===== config.mk =====
export PLATFORM = sky130hd
export DESIGN_NAME = ed_cell
export DESIGN_NICKNAME = d
export VERILOG_FILES = /design/src/design/ed_pkg.sv /design/src/design/ed_cell.sv
export SDC_FILE = /design/constraint.sdc
export NUM_CORES = 1
export LEC_CHECK = 0
export ABC_AREA = 1
export BUFFER_PORTS_ARGS = -buffer_cell sky130_fd_sc_hd__buf_4
export CORE_ASPECT_RATIO = 1.4
export CORE_MARGIN = 2
export CORE_UTILIZATION = 51
export DETAILED_ROUTE_END_ITERATION = 6
export PLACE_DENSITY = 0.87
export REMOVE_ABC_BUFFERS = 1
export SYNTH_ARGS = -nofsm -noshare
export SYNTH_HDL_FRONTEND = slang
export SYNTH_SLANG_ARGS = --single-unit

===== constraint.sdc =====
create_clock -name vclk -period 5
set_clock_uncertainty 0.05 [all_clocks]
set_input_delay 1 -clock vclk [all_inputs]
set_output_delay 1 -clock vclk [all_outputs]
set_load 0.02 [all_outputs]

===== src/design/ed_pkg.sv =====
// Shared constants and types for the edit distance block.
// Depends on nothing; ed_cell and edit_distance refer to it by scoped names.
package ed_pkg;

  localparam int MAX_LEN  = 256;
  localparam int LEN_W    = $clog2(MAX_LEN + 1);
  localparam int IDX_W    = (MAX_LEN > 1) ? $clog2(MAX_LEN) : 1;
  localparam int ROW_AW   = LEN_W;
  localparam int COST_W   = LEN_W;
  localparam int DIST_W   = 9;
  localparam int DIST_MAX = 511;
  localparam int SAT_W    = (COST_W > DIST_W) ? COST_W : DIST_W;
  localparam int FUNC_W   = 2;
  localparam int SYM_W    = 8;

  localparam logic [FUNC_W-1:0] FN_LOAD_A = 2'd0;
  localparam logic [FUNC_W-1:0] FN_LOAD_B = 2'd1;
  localparam logic [FUNC_W-1:0] FN_CMP    = 2'd2;

  typedef struct packed {
    logic [COST_W-1:0] diag;
    logic [COST_W-1:0] above;
    logic [COST_W-1:0] left;
    logic              mismatch;
  } cell_in_t;

endpackage


===== src/design/ed_cell.sv =====
// Shared cell unit: minimum of substitution, deletion and insertion costs.
// Depends on ed_pkg for the cost width and the cell operand struct.
module ed_cell (
  input  ed_pkg::cell_in_t           op,
  output logic [ed_pkg::COST_W-1:0]  best
);

  logic [ed_pkg::COST_W:0] sub_c;
  logic [ed_pkg::COST_W:0] del_c;
  logic [ed_pkg::COST_W:0] ins_c;
  logic [ed_pkg::COST_W:0] min_sd;
  logic [ed_pkg::COST_W:0] min_all;

  always_comb begin
    sub_c   = {1'b0, op.diag} + {{ed_pkg::COST_W{1'b0}}, op.mismatch};
    del_c   = {1'b0, op.above} + (ed_pkg::COST_W + 1)'(1);
    ins_c   = {1'b0, op.left} + (ed_pkg::COST_W + 1)'(1);
    min_sd  = (sub_c < del_c) ? sub_c : del_c;
    min_all = (ins_c < min_sd) ? ins_c : min_sd;
    best    = min_all[ed_pkg::COST_W-1:0];
  end

endmodule


==> results.toml, run 1 <==
[yosys]
synth_cell_types = 28
yosysSeqAreaShare_pct = 0
ys.warnings.count = 0
syn_area_um2 = 1310
avgSynthCellArea_um2 = 6.14
syn_inst = 213

[outcome]
stop_stage = "global routing"
error_line = "[ERROR DPL-0038] Utilization greater than 100%, impossible to legalize"
status = "aborted with a tool error"

[placement]
place_congestion = 0.986
numPortBuffers = 37
dpl-instance-area_um2 = 1860
dpl_worst_slack_ns = -0.560
dpl.hpwl_mm = 2.88

[floorplanning]
pin_count = 37
fp-row-count = 21
die_h_um = 63.9
start_util_pct = 54.1
fp.dieW_um = 46.8

[sta]
endpoint_type = "output port"
worst_endpoint = "best[7]"

[global_route]
grt_max_degree = 12
[through the flow]
step	hold WS [ns]	instances
after CTS	2.37	340
after global placement	2.38	316
after detailed placement	2.38	316
after floorplan	2.17	212
[cell usage after synthesis]
cell | count | area share (%)
nand2_1 | 49 | 14
inv_1 | 32 | 9.2
nand3_1 | 21 | 8.0
ha_1 | 20 | 19
nand2_2 | 19 | 9.1
o21ai_0 | 11 | 4.2
nor2_1 | 10 | 2.9
xor2_1 | 10 | 6.7
a21oi_1 | 7 | 2.7
xnor2_1 | 5 | 3.3
nand4_1 | 4 | 1.9
inv_2 | 3 | 0.86
nand2_4 | 3 | 2.6
nor2_4 | 3 | 2.6
nand3_2 | 2 | 1.5
nor3b_1 | 2 | 1.1
a2111oi_4 | 1 | 2.1
a21o_2 | 1 | 0.67
a21oi_2 | 1 | 0.67
a21oi_4 | 1 | 1.2
and2_2 | 1 | 0.57
buf_6 | 1 | 0.86
nand2_8 | 1 | 1.5
nand3b_1 | 1 | 0.57
nor2_2 | 1 | 0.48
nor3_1 | 1 | 0.38
o21ai_1 | 1 | 0.38
o21bai_1 | 1 | 0.57
[cells by family after synthesis]
group	share of synthesized area (%)
simple gates	47.4
xor+xnor	10.0
compound gates	12.5
fa+ha+maj	19.1
buf+inv	10.9
[timing repair]
item | CTS
gates resized for setup | 60
pin swaps | 24
setup buffers | 21
cloned | 3
hold buffers | 0
endpoints found under the setup margin | 9
==> inputs of run 2 (changes only) <==
- CORE_AREA: default -> 2 2 63 65
- CORE_ASPECT_RATIO: 1.4 -> default
- CORE_MARGIN: 2 -> default
- CORE_UTILIZATION: 51 -> default
- DIE_AREA: default -> 0 0 65 67
- PLACE_DENSITY: 0.87 -> default
- PLACE_DENSITY_LB_ADDON: default -> 0.15
- clock period: 5 -> 6.5 ns (I/O delays scaled with it)
==> run 2 against run 1 <==
Compared with the run above: the run now ends clean; synthesized cell count stayed put; area after synthesis stayed put.
==> results.toml, run 2 <==
[sta]
fin_setup_tns_ns = 0
worst_slew_pin_slew_ns = 0.297
hold_viol_final = 0
max_freq_mhz = 164
relSlewSlack_pct = 80.0
rsz0062_at_grt = "false"
setup-violations-final = 0
timing.final.ws_setup_ns = 0.388
period_minus_slack_ns = 6.11
timing.final.crit_share_pct = 94.0
drv_slew = 0

[yosys]
synth_area_leaders = "ha_1, nand2_1, inv_1"
synth_top_area_share_pct = 19.1
syn_area_um2 = 1310
ys.warnings.count = 0
avgSynthCellArea_um2 = 6.14
synth.most_common_cell = "nand2_1"
synth_cell_types = 28
syn_inst = 213
netlist_top_cells_count = "nand2_1, inv_1, nand3_1"
yosysSeqAreaShare_pct = 0
yosys.area.top_type = "ha_1"

[pwr]
p_clk_share_pct = 0
p_switching_mw = 0.108
p_leak_nw = 0.893
p_seq_share_pct = 0
combPwrFrac_pct = 100.0
intPower_mw = 0.0810
ir_drop_v = 0.0000318
sw_frac_of_total_pct = 57.2
power_density_nw_per_um2 = 115

[run]
drv_cap = 0

[placement]
numPortBuffers = 37
dpl.hpwl_mm = 2.57
dpl_worst_slack_ns = 0.212
place_inst = 298
place_congestion = 0.767

[clocking]
cts_hold_buffers = 0
cts_resized = 0
post-cts-setup-buffer-count = 0

[final_layout]
clkbuf_count = 0
finalNetCount = 300
diodes = 0
seq_cell_count = 0
seqCellArea_um2 = 0
area_delta_synth_final_pct = 26.2
fin_cells = 298
drive_gt1_share_pct = 30.4
layout_commonest_cell = "nand2_1"
mostFrequentLayoutCells = "nand2_1, buf_4, inv_1"

[min_path]
hold_class = "input port to output port"
min_from = "op[1]"

[global_route]
grt_max_degree = 20
grt_pass1_vias = 1237
grt_pass1_wl_mm = 4.93
overflow = 0
grt_usage_pct = 13.5
antenna_found_initial = 0

[setup_path]
critPathLaunchType = "input port"
path_max_fanout = 19
critPathRequiredTime_ns = 5.15
end_kind = "output port"
crit_arrival_ns = 4.76
crit_type = "input port to output port"
cp-startpoint = "op[0]"

[floorplanning]
fp-row-count = 22
start_util_pct = 36.3
coreArea_um2 = 3610
dieArea_um2 = 4360
die_h_um = 67
pin_count = 37
fp.dieW_um = 65

[drt]
vias_per_cell = 4.49
ant_nets = 0
drt_first_iter_violations = 42
wl_mm = 2.76
drcViolationCount = 0
wl_per_cell_um = 9.26
dr.pass1.iters = 4
vias = 1339

[outcome]
status = "completed"
[run 2: cell counts after synthesis]
No cell type changed its count.
[run 2: metrics by stage]
| stage | hold slack (ns) | util [%] | area, um^2 | power (mW) |
|---|---|---|---|---|
| after CTS | 2.98 | 45.5 | 1640 | 0.190 |
| final | 2.97 | 45.8 | 1650 | 0.189 |
| after global placement | 2.98 | 45.5 | 1640 | 0.188 |
| after detailed placement | 2.98 | 45.5 | 1640 | 0.189 |
| after global routing | 3.01 | 45.8 | 1650 | 0.213 |
| after floorplan | 2.77 | - | 1300 | 0.127 |
[run 2: power by group through the flow]
stage / Sequential, mW / Combinational, mW / Clock, mW
2_1_floorplan: 0 / 0.127 / 0
3_3_place_gp: 0 / 0.188 / 0
3_5_place_dp: 0 / 0.189 / 0
4_1_cts: 0 / 0.190 / 0
5_1_grt: 0 / 0.213 / 0
6_report: 0 / 0.189 / 0
[run 2: final timing paths]
path | end | slack (ns) | cells past startpoint
worst min-delay path | best[0] | 2.97 | 5
worst max-delay path | best[2] | 0.39 | 27
[run 2: per-layer routing]
metal	vias up	wire, um	track usage (%)
met5	-	0	0
met1	545	1350	17.0
met2	28	1280	26.7
li1	766	-	-
met4	0	0	0
met3	0	131	0.507
[run 2: cell type report]
type	instances	area, um^2
fillers	403	1960
inverters	35	131
multi-input cells	177	1170
well taps	48	60.1
repair buffers	38	289
[run 2: cell families after synthesis]
group | after synthesis | share of synthesized area (%)
XOR/XNOR | 15 | 10.0
buffers and inverters | 36 | 10.9
AND/OR/NAND/NOR | 118 | 47.4
adder cells (fa/ha/maj) | 20 | 19.1
AO/OA/AOI/OAI | 24 | 12.5
[run 2: worst max-delay path, cell delays in order]
cell,delay [ns]
buf_4,0.11
ha_1,0.20
ha_1,0.20
nand2_1,0.11
nor2_1,0.07
nand3_1,0.08
xor2_1,0.17
inv_1,0.08
ha_1,0.27
nand2_1,0.06
inv_1,0.06
nand2_1,0.05
nor2_2,0.10
nand2_2,0.08
nand2_4,0.17
nand2_1,0.07
o21ai_1,0.15
inv_1,0.07
ha_1,0.30
a21oi_1,0.13
nor2_1,0.08
a2111oi_4,0.29
buf_6,0.20
nand2_8,0.09
nand2_2,0.06
nand2_1,0.05
buf_4,0.15
Power figures use the tool's default switching activity.
==> inputs of run 3 (changes only) <==
- CELL_PAD_IN_SITES_DETAIL_PLACEMENT: default -> 0
- CELL_PAD_IN_SITES_GLOBAL_PLACEMENT: default -> 1
==> run 3 against run 2 <==
Compared with the run above: global-route usage increased by 0.53 points; maximum frequency decreased by 0.12%; clock-buffer cell count unchanged; core utilization decreased by 0.10 points; sequential cell count unchanged; sequential share of layout area unchanged; setup slack got worse by 0.0071 ns; die area unchanged; via count increased by 2.2%; cell count unchanged; power decreased by 0.89%; largest cell class unchanged; highest routed layer unchanged.
==> results.toml, run 3 (synthesis results as in run 2) <==
[final_layout]
layout_commonest_cell = "nand2_1"
seqCellArea_um2 = 0
final_area_um2 = 1650
area_delta_synth_final_pct = 25.9
finalNetCount = 300
seq_cell_count = 0
drive_gt1_share_pct = 30.4
clkbuf_count = 0
diodes = 0
mostFrequentLayoutCells = "nand2_1, buf_4, inv_1"
fin_cells = 298

[sta]
relSlewSlack_pct = 78.6
drv_slew = 0
max_freq_mhz = 163
period_minus_slack_ns = 6.12
fin_setup_tns_ns = 0
timing.final.crit_share_pct = 94.1
rsz0062_at_grt = "false"
hold_viol_final = 0
setup-violations-final = 0
worst_slew_pin_slew_ns = 0.318

[global_route]
overflow = 0
grt_usage_pct = 14.0
grt_pass1_vias = 1223
antenna_found_initial = 0
grt_max_degree = 20
grt_pass1_wl_mm = 5.07

[placement]
place_congestion = 0.761
place_inst = 298
dpl.hpwl_mm = 2.59
dpl-instance-area_um2 = 1640
numPortBuffers = 37

[floorplanning]
coreArea_um2 = 3610
fp-row-count = 22
dieArea_um2 = 4360
start_util_pct = 36.3
die_h_um = 67
pin_count = 37
fp.dieW_um = 65

[setup_path]
crit_type = "input port to output port"
critPathRequiredTime_ns = 5.15
end_kind = "output port"
crit_arrival_ns = 4.77
cp-startpoint = "op[0]"
path_max_fanout = 19
critPathLaunchType = "input port"

[pwr]
intPower_mw = 0.0799
ir_drop_v = 0.0000327
sw_frac_of_total_pct = 57.4
p_seq_share_pct = 0
power_density_nw_per_um2 = 114
p_switching_mw = 0.108
combPwrFrac_pct = 100.0
p_clk_share_pct = 0
p_leak_nw = 0.892

[drt]
wl_mm = 2.84
vias_per_cell = 4.59
wl_per_cell_um = 9.52
drcViolationCount = 0
vias = 1368
wl_met1_mm = 1.37
dr_wl_met2_mm = 1.34
dr.pass1.iters = 4
drt_first_iter_violations = 66
ant_nets = 0
routed-wl-met3_um = 120
maxUsedRoutingLayer = "met3"

[min_path]
hold_class = "input port to output port"
min_from = "op[1]"

[run]
drv_cap = 0

[clocking]
post-cts-setup-buffer-count = 0

[outcome]
status = "completed"
## run 3: cell counts in the layout (fill, tap and decap cells not counted)
Identical to the previous run, type by type.
## run 3: what timing repair did
item / 4_1_cts / 5_1_grt
hold buffers: 0 / 0
setup endpoints to repair: 0 / 9
gates resized for setup: 0 / 2
## run 3: critical path, cell delays in order
cell and delay (ns):
buf_4 0.11, ha_1 0.20, ha_1 0.21, nand2_1 0.12, nor2_1 0.07, nand3_1 0.08, xor2_1 0.14, inv_1 0.07
ha_1 0.28, nand2_1 0.07, inv_1 0.06, nand2_1 0.05, nor2_2 0.11, nand2_2 0.08, nand2_4 0.17, nand2_1 0.07
o21ai_1 0.12, inv_1 0.07, ha_1 0.31, a21oi_1 0.13, nor2_1 0.08, a2111oi_4 0.27, buf_4 0.25, nand2_8 0.10
nand2_2 0.07, nand2_1 0.05, buf_4 0.15
## run 3: per-stage QoR
stage                     setup slack [ns]  util, %  hold slack, ns  total power [mW]
after floorplan                      0.597        -            2.77             0.127
after global placement               0.390     45.5            2.99             0.190
after detailed placement             0.333     45.5            2.99             0.189
after CTS                            0.333     45.5            3.00             0.190
after global routing                0.0309     45.7            3.04             0.212
final                                0.381     45.7            2.99             0.188
## run 3: area by class of cell
cell class                      count  area, um^2
Fill cell                         405        1960
Timing Repair Buffer               38         285
Tap cell                           48        60.1
Multi-Input combinational cell    177        1170
Inverter                           35         131
## run 3: power by group through the flow
stage                     Sequential, mW  Combinational (mW)  Clock, mW
after floorplan                        0               0.127          0
after global placement                 0               0.190          0
after detailed placement               0               0.189          0
after CTS                              0               0.190          0
after global routing                   0               0.212          0
final                                  0               0.188          0
## run 3: path summary, 6_finish.rpt
check	endpoint	slack, ns	cells past startpoint
worst max-delay path	best[4]	0.38	27
worst min-delay path	best[0]	2.99	5
## run 3: routing by layer
| metal | up-vias | global-route usage [%] |
|---|---|---|
| met2 | 31 | 26.7 |
| met5 | - | 0 |
| met1 | 569 | 18.7 |
| li1 | 768 | - |
| met4 | 0 | 0 |
| met3 | 0 | 0.169 |
