===== src/design/ed_ram.sv =====
// Generic single-write, single-read memory with registered read data.
// Depends on nothing; used for both strings and the working cost row.
module ed_ram #(
  parameter int DEPTH = 2,
  parameter int WIDTH = 8,
  localparam int AW = (DEPTH > 1) ? $clog2(DEPTH) : 1
) (
  input  logic             clk,
  input  logic             wr_en,
  input  logic [AW-1:0]    wr_addr,
  input  logic [WIDTH-1:0] wr_data,
  input  logic             rd_en,
  input  logic [AW-1:0]    rd_addr,
  output logic [WIDTH-1:0] rd_data
);

  logic [WIDTH-1:0] mem [DEPTH];
  logic [WIDTH-1:0] rd_data_r;

  always_ff @(posedge clk) begin
    if (wr_en) begin
      mem[wr_addr] <= wr_data;
    end
    if (rd_en) begin
      rd_data_r <= mem[rd_addr];
    end
  end

  assign rd_data = rd_data_r;

endmodule


===== config.mk =====
export PLATFORM = sky130hd
export DESIGN_NAME = ed_ram
export DESIGN_NICKNAME = d
export VERILOG_FILES = /design/src/design/ed_ram.sv
export SDC_FILE = /design/constraint.sdc
export NUM_CORES = 1
export LEC_CHECK = 0
export BUFFER_PORTS_ARGS = -buffer_cell sky130_fd_sc_hd__buf_2
export CAP_MARGIN = 20
export CORE_ASPECT_RATIO = 1.4
export CORE_MARGIN = 2
export CORE_UTILIZATION = 33
export CTS_BUF_LIST = sky130_fd_sc_hd__clkbuf_4
export CTS_CLUSTER_DIAMETER = 30
export CTS_CLUSTER_SIZE = 10
export DETAILED_ROUTE_END_ITERATION = 16
export HOLD_SLACK_MARGIN = 0.03
export SLEW_MARGIN = 10
export SYNTH_ARGS = -nofsm -noshare
export SYNTH_HDL_FRONTEND = slang
export SYNTH_SLANG_ARGS = --single-unit

===== constraint.sdc =====
create_clock -name clk -period 1.3 [get_ports clk]
set_clock_uncertainty 0.1 [all_clocks]
set_input_delay 0.26 -clock clk [delete_from_list [all_inputs] [get_ports clk]]
set_output_delay 0.26 -clock clk [all_outputs]
set_load 0.05 [all_outputs]

==> impl_metrics.ini, run 1 <==
[global_routing]
antenna_found_initial = 0
grt_overflow = 0
grt_pass1_wl_um = 1480
grt_pass1_vias = 374
grt_use_total_pct = 7.01
grt_max_degree = 14

[setup_path]
critPathMaxFanout = 1
critical_path_class = reg -> out
arrival_ns = 0.89
worstPathRequired_ns = 0.94
crit_buf_inv = 1
start_kind = flop
cpPeakStageDelay_ns = 0.34
critical-path-top-delay-family = flip-flops
crit_path_end_kind = primary output
slowest_stage = edfxtp_1
crit_chain = buf_2

[floorplan]
coreArea_um2 = 2560
rows = 22
die_w_um = 47.3
ios = 21
initial_core_util_pct = 33.8
chipHeight_um = 64.6
die_area_um2 = 3050

[cells_and_area]
final-seq-area_um2 = 721
final_core_utilization_pct = 42.7
final_area_um2 = 1090
nFillCells = 251
drive_above_1_share_pct = 50.0
multi_input_area_um2 = 133
syn_to_final_growth_pct = 26.5
nets = 78
diodes = 0

[place]
gp_congestion = 0.619
io_buffers = 20
place_area_um2 = 1010

[sta]
fin_crit_ns = 1.25
tns_ns = 0
grt_setup_unrepaired = no
finalCritPeriodShare_pct = 95.9
setup_viol = 0
hold_viol_final = 0
drv_slew = 0
whs_ns = 0.0514
fmax_ghz = 0.802
tightest_slew_ns = 0.357
slew_headroom_pct = 76.2

[detailed_routing]
initialDrtViolationCount = 0
wl_per_cell_um = 9.39
antenna_left = 0
dr.pass1.iters = 1
drc_errors = 0
drt_wl_total_um = 939
vias = 406
routed_via_density = 4.06

[power_and_ir_drop]
finalPower_w = 0.00141
power.leakage_nw = 0.423
vdd_drop_max_v = 0.000580
power.density_nw_per_um2 = 1290

[logic_synthesis]
synth_edf_count = 24
syn_avg_cell_area_um2 = 24.7
synth.most_common_cell = edfxtp_1
ys.flop_type = edfxtp_1
netlist_area_um2 = 865
postSynth.asyncResetShare_pct = 0
synth_top_cell_by_area = edfxtp_1
synth.distinct_cells = 5
synth_top_cell_area_share_pct = 83.4
ys_ff_latch = 24
synthTopCellsByCount = edfxtp_1 (24), mux2_4 (8), and2_1 (1), buf_6 (1), nor2b_1 (1)
synthesis.instances = 35
syn_nets = 48
synth_area_leaders = edfxtp_1 (83%), mux2_4 (14%), buf_6 (1.3%)
yosysWarnings = 0
ys_seq_area_share_pct = 83.4

[clocking]
clk_latency_ns = 0.30
root_buffer = clkbuf_4
cts_buffer_depth = 2
cts_buffers = 3
cts_sinks = 24
htreeDepth = 1
clk_pin_slew_ns = 0.12
post_cts_buffers = 0
cts_tree = done

[run]
cap_violations = 0

[run_status]
status = finished clean

[worst_hold_path]
hp-class = in -> reg
==> metal layers <==
layer	GRT usage, %	wire [um]	share of wire, %	vias up
met5	0	0	0	-
met4	5.21	11	1.2	0
met3	1.67	60	6.4	2
met2	11.3	511	54	15
met1	7.39	356	38	192
li1	-	-	-	197
==> final timing paths <==
check	from	endpoint	slack [ns]	cells past startpoint
worst max-delay path	rd_data[3]	rd_data[3]	0.05	1
worst min-delay path	wr_data[4]	mem[1][4]	0.05	1
worst max register to register	mem[0][5]	rd_data[5]	0.31	1
worst min register to register	mem[0][0]	rd_data[0]	0.46	1
==> layout make-up <==
type,instances,share of cell area [%]
clock inverter,1,0.343
multi-input combinational,10,12.1
clock buffer,3,2.06
tap,36,4.12
sequential,24,65.9
timing repair buffer,26,15.4
==> cells in the final DEF (no fill, tap or decap) <==
cell / n
edfxtp_1: 24
buf_2: 17
mux2_4: 8
dlygate4sd3_1: 5
clkbuf_4: 3
buf_4: 3
nor2b_1: 1
and2_1: 1
clkinv_1: 1
buf_6: 1
==> stage by stage <==
| stage | setup WS [ns] | std cells |
|---|---|---|
| 2_1_floorplan | 0.147 | 35 |
| 5_1_grt | 0.000746 | 100 |
| 4_1_cts | 0.0358 | 95 |
| 3_3_place_gp | 0.122 | 91 |
| 6_report | 0.0535 | 100 |
| 3_5_place_dp | 0.107 | 91 |
==> state kept, by name, summed over array words and instances, names as in the netlist <==
register / count
mem: 16
rd_data: 8
==> timing repair <==
action,in CTS,in global routing
hold buffers,0,5
resized for setup,0,7
endpoints found under the hold margin,0,9
endpoints found under the setup margin,0,3
==> cell families after synthesis <==
logic type	share of synthesized area [%]
and+or+nand+nor	1.45
buffers and inverters	1.30
DFF	83.4
muxes	13.9
==> power breakdown <==
group | switching, W | internal, W | total (W)
clock | 0.000194 | 0.000112 | 0.000306
combinational | 0.000103 | 0.0000760 | 0.000179
sequential | 0.0000120 | 0.000913 | 0.000925
Power figures use the tool's default switching activity.
==> inputs of run 2 (changes only) <==
==> constraint.sdc (replaced) <==
create_clock -name clk -period 1.3 [get_ports clk]
set_clock_uncertainty 0.1 [all_clocks]
set_input_delay 0.065 -clock clk [delete_from_list [all_inputs] [get_ports clk]]
set_output_delay 0.065 -clock clk [all_outputs]
set_load 0.05 [all_outputs]
==> run 2 against run 1 <==
Net effect: final cell count grew 4.0%; sequential power is essentially flat; core utilization grew 1.1 points; routed wire length grew 0.75%; via count grew 2.0%; count of clock-buffer cells in the layout is the same; register-to-register slack is essentially flat; cell area grew 2.6%; sequential cell count is the same; maximum frequency grew 19%; clock power is essentially flat; hold slack gained 0.071 ns; largest cell class unchanged; largest power group unchanged.
==> impl_metrics.ini, run 2 (synthesis gave the netlist of run 1 again) <==
[run_status]
status = finished clean

[power_and_ir_drop]
switchingPower_w = 0.000310
finalPower_w = 0.00141
swShare_pct = 21.9
seq_power_share_pct = 65.4
power.density_nw_per_um2 = 1260
internal-power_w = 0.00110
vdd_drop_max_v = 0.000567
clockPowerShare_pct = 21.6
p_comb_share_pct = 13.0
power.leakage_nw = 0.436

[clocking]
cts_sinks = 24
post_cts_buffers = 0
holdBufCountCts = 9
clk_pin_slew_ns = 0.12
clk_latency_ns = 0.30
postCtsResizedCells = 0
cts_tree = done
cts_buffers = 3
htreeDepth = 1
cts_buffer_depth = 2
root_buffer = clkbuf_4

[worst_hold_path]
hp-class = in -> reg
hold_depth = 3
holdPathEnd = mem[0][2]
hp-start = wr_addr

[place]
io_buffers = 20
gp_congestion = 0.619
dp.cells = 91
dp_slack_ns = 0.302

[cells_and_area]
mostFrequentLayoutCells = edfxtp_1 (24), buf_2 (20), dlygate4sd3_1 (9), mux2_4 (8), clkbuf_4 (3)
drive_above_1_share_pct = 47.1
largest_register_ffs = 16
mostFrequentLayoutCell = edfxtp_1
max_flop_register = mem
diodes = 0
syn_to_final_growth_pct = 29.8
nets = 82
layoutNonFillerInstCount = 104

[sta]
hold_viol_final = 0
setup_viol = 0
finalCritPeriodShare_pct = 80.9
fmax_ghz = 0.951
tightest_slew_ns = 0.356
fin_ws_ns = 0.249
grt_setup_unrepaired = no
tns_ns = 0
fin_crit_ns = 1.05
drv_slew = 0
slew_headroom_pct = 76.3
whs_ns = 0.123

[floorplan]
coreArea_um2 = 2560
ios = 21
die_w_um = 47.3
die_area_um2 = 3050
initial_core_util_pct = 33.8
rows = 22
chipHeight_um = 64.6

[global_routing]
grt_pass1_wl_um = 1570
grt_max_degree = 14
antenna_found_initial = 0
grt_overflow = 0
grt_use_total_pct = 7.34
grt_pass1_vias = 400

[detailed_routing]
wl_per_cell_um = 9.10
dr.pass1.iters = 1
vias = 414
drt_wl_total_um = 946
initialDrtViolationCount = 0
antenna_left = 0
drc_errors = 0
routed_via_density = 3.98

[setup_path]
worstPathRequired_ns = 1.13
cpPeakStageDelay_ns = 0.34
reg2reg_slack_ns = 0.31
crit_chain = buf_2
rr_startpoint = mem[0][5]
slowest_stage = edfxtp_1
start_kind = flop
crit_path_end_kind = primary output
arrival_ns = 0.89
crit_path_start = rd_data[3]
critical-path-top-delay-family = flip-flops
crit_buf_inv = 1
critPathMaxFanout = 1
worst-r2r-cell-count = 1
critical_path_class = reg -> out
reg2reg_to = rd_data[5]

[run]
cap_violations = 0
## run 2: cell types whose count changed in the layout (fill, tap and decap cells not counted)
| cell | delta |
|---|---|
| dlygate4sd3_1 | +4 |
| buf_6 | -1 |
| buf_2 | +3 |
| buf_4 | -2 |
## run 2: how the worst max path moves through the flow
| stage | end | slack (ns) | depth (start not counted) |
|---|---|---|---|
| detailed placement | rd_data[2] | 0.30 | 2 |
| global route | rd_data[6] | 0.17 | 1 |
| floorplan | mem[0][0] | 0.34 | 1 |
| CTS | rd_data[3] | 0.23 | 1 |
| global placement | rd_data[4] | 0.32 | 2 |
| finish | rd_data[3] | 0.25 | 1 |
## run 2: power groups by stage
stage                     clock, W  combinational [W]  sequential [W]
after floorplan                  0          0.0000529         0.00101
after global routing      0.000360           0.000195        0.000929
after detailed placement         0           0.000165        0.000943
final                     0.000306           0.000183        0.000924
after CTS                 0.000320           0.000185        0.000925
after global placement           0           0.000162        0.000942
## run 2: layout make-up
cell class	instances	area, um^2
clock buffer	3	22.5
clock inverter	1	3.75
fill	243	1440
multi-input combinational	10	133
sequential	24	721
tap	36	45.0
timing repair buffer	30	198
## run 2: metal layers
| layer | vias to the layer above | global-route usage (%) | part of all wire [%] |
|---|---|---|---|
| met3 | 2 | 1.67 | 6.8 |
| met4 | 0 | 5.21 | 1.2 |
| met1 | 192 | 8.13 | 39 |
| met2 | 15 | 11.7 | 53 |
| met5 | - | 0 | 0 |
| li1 | 205 | - | - |
## run 2: through the flow
stage / util [%] / area [um^2]
6_report: 43.8 / 1120
5_1_grt: 43.8 / 1120
4_1_cts: 43.8 / 1120
3_5_place_dp: 39.3 / 1010
3_3_place_gp: 39.3 / 1010
2_1_floorplan: - / 865
==> inputs of run 3 (changes only) <==
--- a/config.mk
+++ b/config.mk
@@ -5,6 +5,7 @@
 export SDC_FILE = /design/constraint.sdc
 export NUM_CORES = 1
 export LEC_CHECK = 0
+export ABC_AREA = 1
 export BUFFER_PORTS_ARGS = -buffer_cell sky130_fd_sc_hd__buf_2
 export CAP_MARGIN = 20
 export CORE_ASPECT_RATIO = 1.4
==> constraint.sdc (replaced) <==
create_clock -name clk -period 1 [get_ports clk]
set_clock_uncertainty 0.1 [all_clocks]
set_input_delay 0.05 -clock clk [delete_from_list [all_inputs] [get_ports clk]]
set_output_delay 0.05 -clock clk [all_outputs]
set_load 0.05 [all_outputs]
==> run 3 against run 2 <==
Net effect: the run now ends with negative setup slack left; combinational power increased by 37%; synthesized cell count increased by 54%; critical path depth unchanged; first-iteration DRC count increased by 6; count of clock-buffer cells in the layout unchanged; die area decreased by 2.6%.
==> impl_metrics.ini, run 3 <==
[setup_path]
crit_chain = buf_6
critical-path-top-delay-family = flip-flops
worst-r2r-cell-count = 2
critical_path_class = reg -> out
critPathMaxFanout = 1
cpPeakStageDelay_ns = 0.40
worstPathRequired_ns = 0.85
rr_startpoint = mem[0][6]
reg2reg_to = rd_data[6]
path_depth = 1
start_kind = flop
endpoint = rd_data[2]
crit_buf_inv = 1
slowest_stage = edfxtp_1
crit_path_start = rd_data[2]
reg2reg_slack_ns = 0.16
arrival_ns = 0.87
crit_path_end_kind = primary output

[logic_synthesis]
postSynth.asyncResetShare_pct = 0
synth_xor_area_share_pct = 0
synth.distinct_cells = 6
synth_top_cell_area_share_pct = 85.7
synth_top_cell_by_area = edfxtp_1
ys_seq_area_share_pct = 85.7
syn_nets = 67
yosysWarnings = 0
netlist_area_um2 = 841
synthesis.instances = 54
ys_ff_latch = 24
syn_avg_cell_area_um2 = 15.6
synthAdderAreaFrac_pct = 0
synth_compound_area_share_pct = 0
ys.flop_type = edfxtp_1
synth.most_common_cell = nand2_1
synth_edf_count = 24
synth.mux.area_fraction_pct = 0
yosys.area_share.simple_pct = 11.6
synth_area_leaders = edfxtp_1 (86%), nand2_1 (11%), buf_6 (1.3%)
synthTopCellsByCount = nand2_1 (25), edfxtp_1 (24), inv_1 (2)
synth_top_family_by_area = simple AND/OR/NAND/NOR gates

[sta]
setup_viol = 8
tightest_slew_ns = 0.292
finalCritPeriodShare_pct = 102
drv_slew = 0
fin_crit_ns = 1.02
hold_viol_final = 0
slew_headroom_pct = 80.5
fmax_ghz = 0.984
grt_setup_unrepaired = yes
fin_ws_ns = -0.0159
tns_ns = -0.0944

[cells_and_area]
largest_register_ffs = 16
syn_to_final_growth_pct = 38.7
max_flop_register = mem
mostFrequentLayoutCells = nand2_1 (25), edfxtp_1 (24), buf_2 (12), dlygate4sd3_1 (11), buf_6 (8)
mostFrequentLayoutCell = nand2_1
nets = 103
diodes = 0
drive_above_1_share_pct = 28.1
final_core_utilization_pct = 48.2

[global_routing]
grt_pass1_vias = 463
grt_use_total_pct = 9.53
grt_overflow = 0
grt_pass1_wl_um = 1940
grt_max_degree = 14
antenna_found_initial = 0

[clocking]
htreeDepth = 1
root_buffer = clkbuf_4
clk_pin_slew_ns = 0.12
cts_buffers = 3
cts_tree = done
post_cts_buffers = 0
clk_latency_ns = 0.30
cts_sinks = 24
cts_buffer_depth = 2

[detailed_routing]
wl_per_cell_um = 9.34
drc_errors = 0
vias = 485
drt_wl_total_um = 1150
antenna_left = 0
routed_via_density = 3.94
initialDrtViolationCount = 6
dr.pass1.iters = 2

[place]
io_buffers = 20
gp_congestion = 0.616
dp_hpwl_um = 777

[floorplan]
die_area_um2 = 2970
initial_core_util_pct = 34.8
chipHeight_um = 63.7
rows = 21
ios = 21
coreArea_um2 = 2420
die_w_um = 46.7

[power_and_ir_drop]
vdd_drop_max_v = 0.000975
power.leakage_nw = 0.484
power.density_nw_per_um2 = 1600

[run]
cap_violations = 0

[run_status]
status = finished with violations
violations = negative setup slack

[worst_hold_path]
hp-class = in -> reg
run 3: worst reg2reg max path, stage by stage (launching register included):
cell      delay [ns]
edfxtp_1        0.39
nand2_1         0.08
nand2_1         0.04
run 3: area by class of cell:
class | instances | area, um^2
Timing Repair Buffer | 32 | 268
Inverter | 3 | 11.3
Fill cell | 227 | 1250
Multi-Input combinational cell | 26 | 97.6
Clock inverter | 1 | 3.75
Sequential cell | 24 | 721
Tap cell | 34 | 42.5
Clock buffer | 3 | 22.5
run 3: kinds of logic after synthesis:
kind of cell / after synthesis
AND/OR/NAND/NOR: 26
flip-flops: 24
buffers and inverters: 4
run 3: stage by stage:
step / power, W / instances / hold slack, ns / setup WS (ns) / cell area, um^2
floorplan: 0.00135 / 54 / 0.0489 / 0.0901 / 841
global placement: 0.00141 / 108 / 0.143 / 0.166 / 980
detailed placement: 0.00142 / 108 / 0.142 / 0.138 / 980
CTS: 0.00189 / 123 / 0.0816 / -0.0337 / 1170
global route: 0.00196 / 123 / 0.0965 / -0.0747 / 1170
finish: 0.00186 / 123 / 0.0859 / -0.0159 / 1170
run 3: how the worst min path moves through the flow:
stage / startpoint / endpoint / cells after the start
global route: rd_addr / rd_data[6] / 4
floorplan: wr_data[0] / mem[0][0] / 0
finish: rd_addr / rd_data[7] / 4
detailed placement: wr_data[0] / mem[0][0] / 1
CTS: rd_addr / rd_data[7] / 4
global placement: wr_data[5] / mem[1][5] / 1
run 3: report_power, final:
| group | internal (W) | switching (W) | leakage, nW |
|---|---|---|---|
| logic | 0.000104 | 0.000147 | 0.239 |
| clock network | 0.000145 | 0.000260 | 0.0154 |
| registers | 0.00119 | 0.0000200 | 0.230 |
| total | 0.00144 | 0.000426 | 0.484 |
run 3: metal layers:
| layer | part of all wire, % | up-vias | global-route usage (%) |
|---|---|---|---|
| met5 | 0 | - | 0 |
| met4 | 1.8 | 0 | 7.29 |
| met3 | 3.8 | 2 | 1.72 |
| met2 | 54 | 17 | 16.0 |
| met1 | 41 | 214 | 9.71 |
| li1 | - | 252 | - |
run 3: timing repair:
| action | 4_1_cts | 5_1_grt |
|---|---|---|
| endpoints found under the hold margin | 29 | 0 |
| endpoints found under the setup margin | 8 | 8 |
| hold buffers | 11 | 0 |
| gates cloned | 0 | 0 |
| gates resized for setup | 16 | 0 |
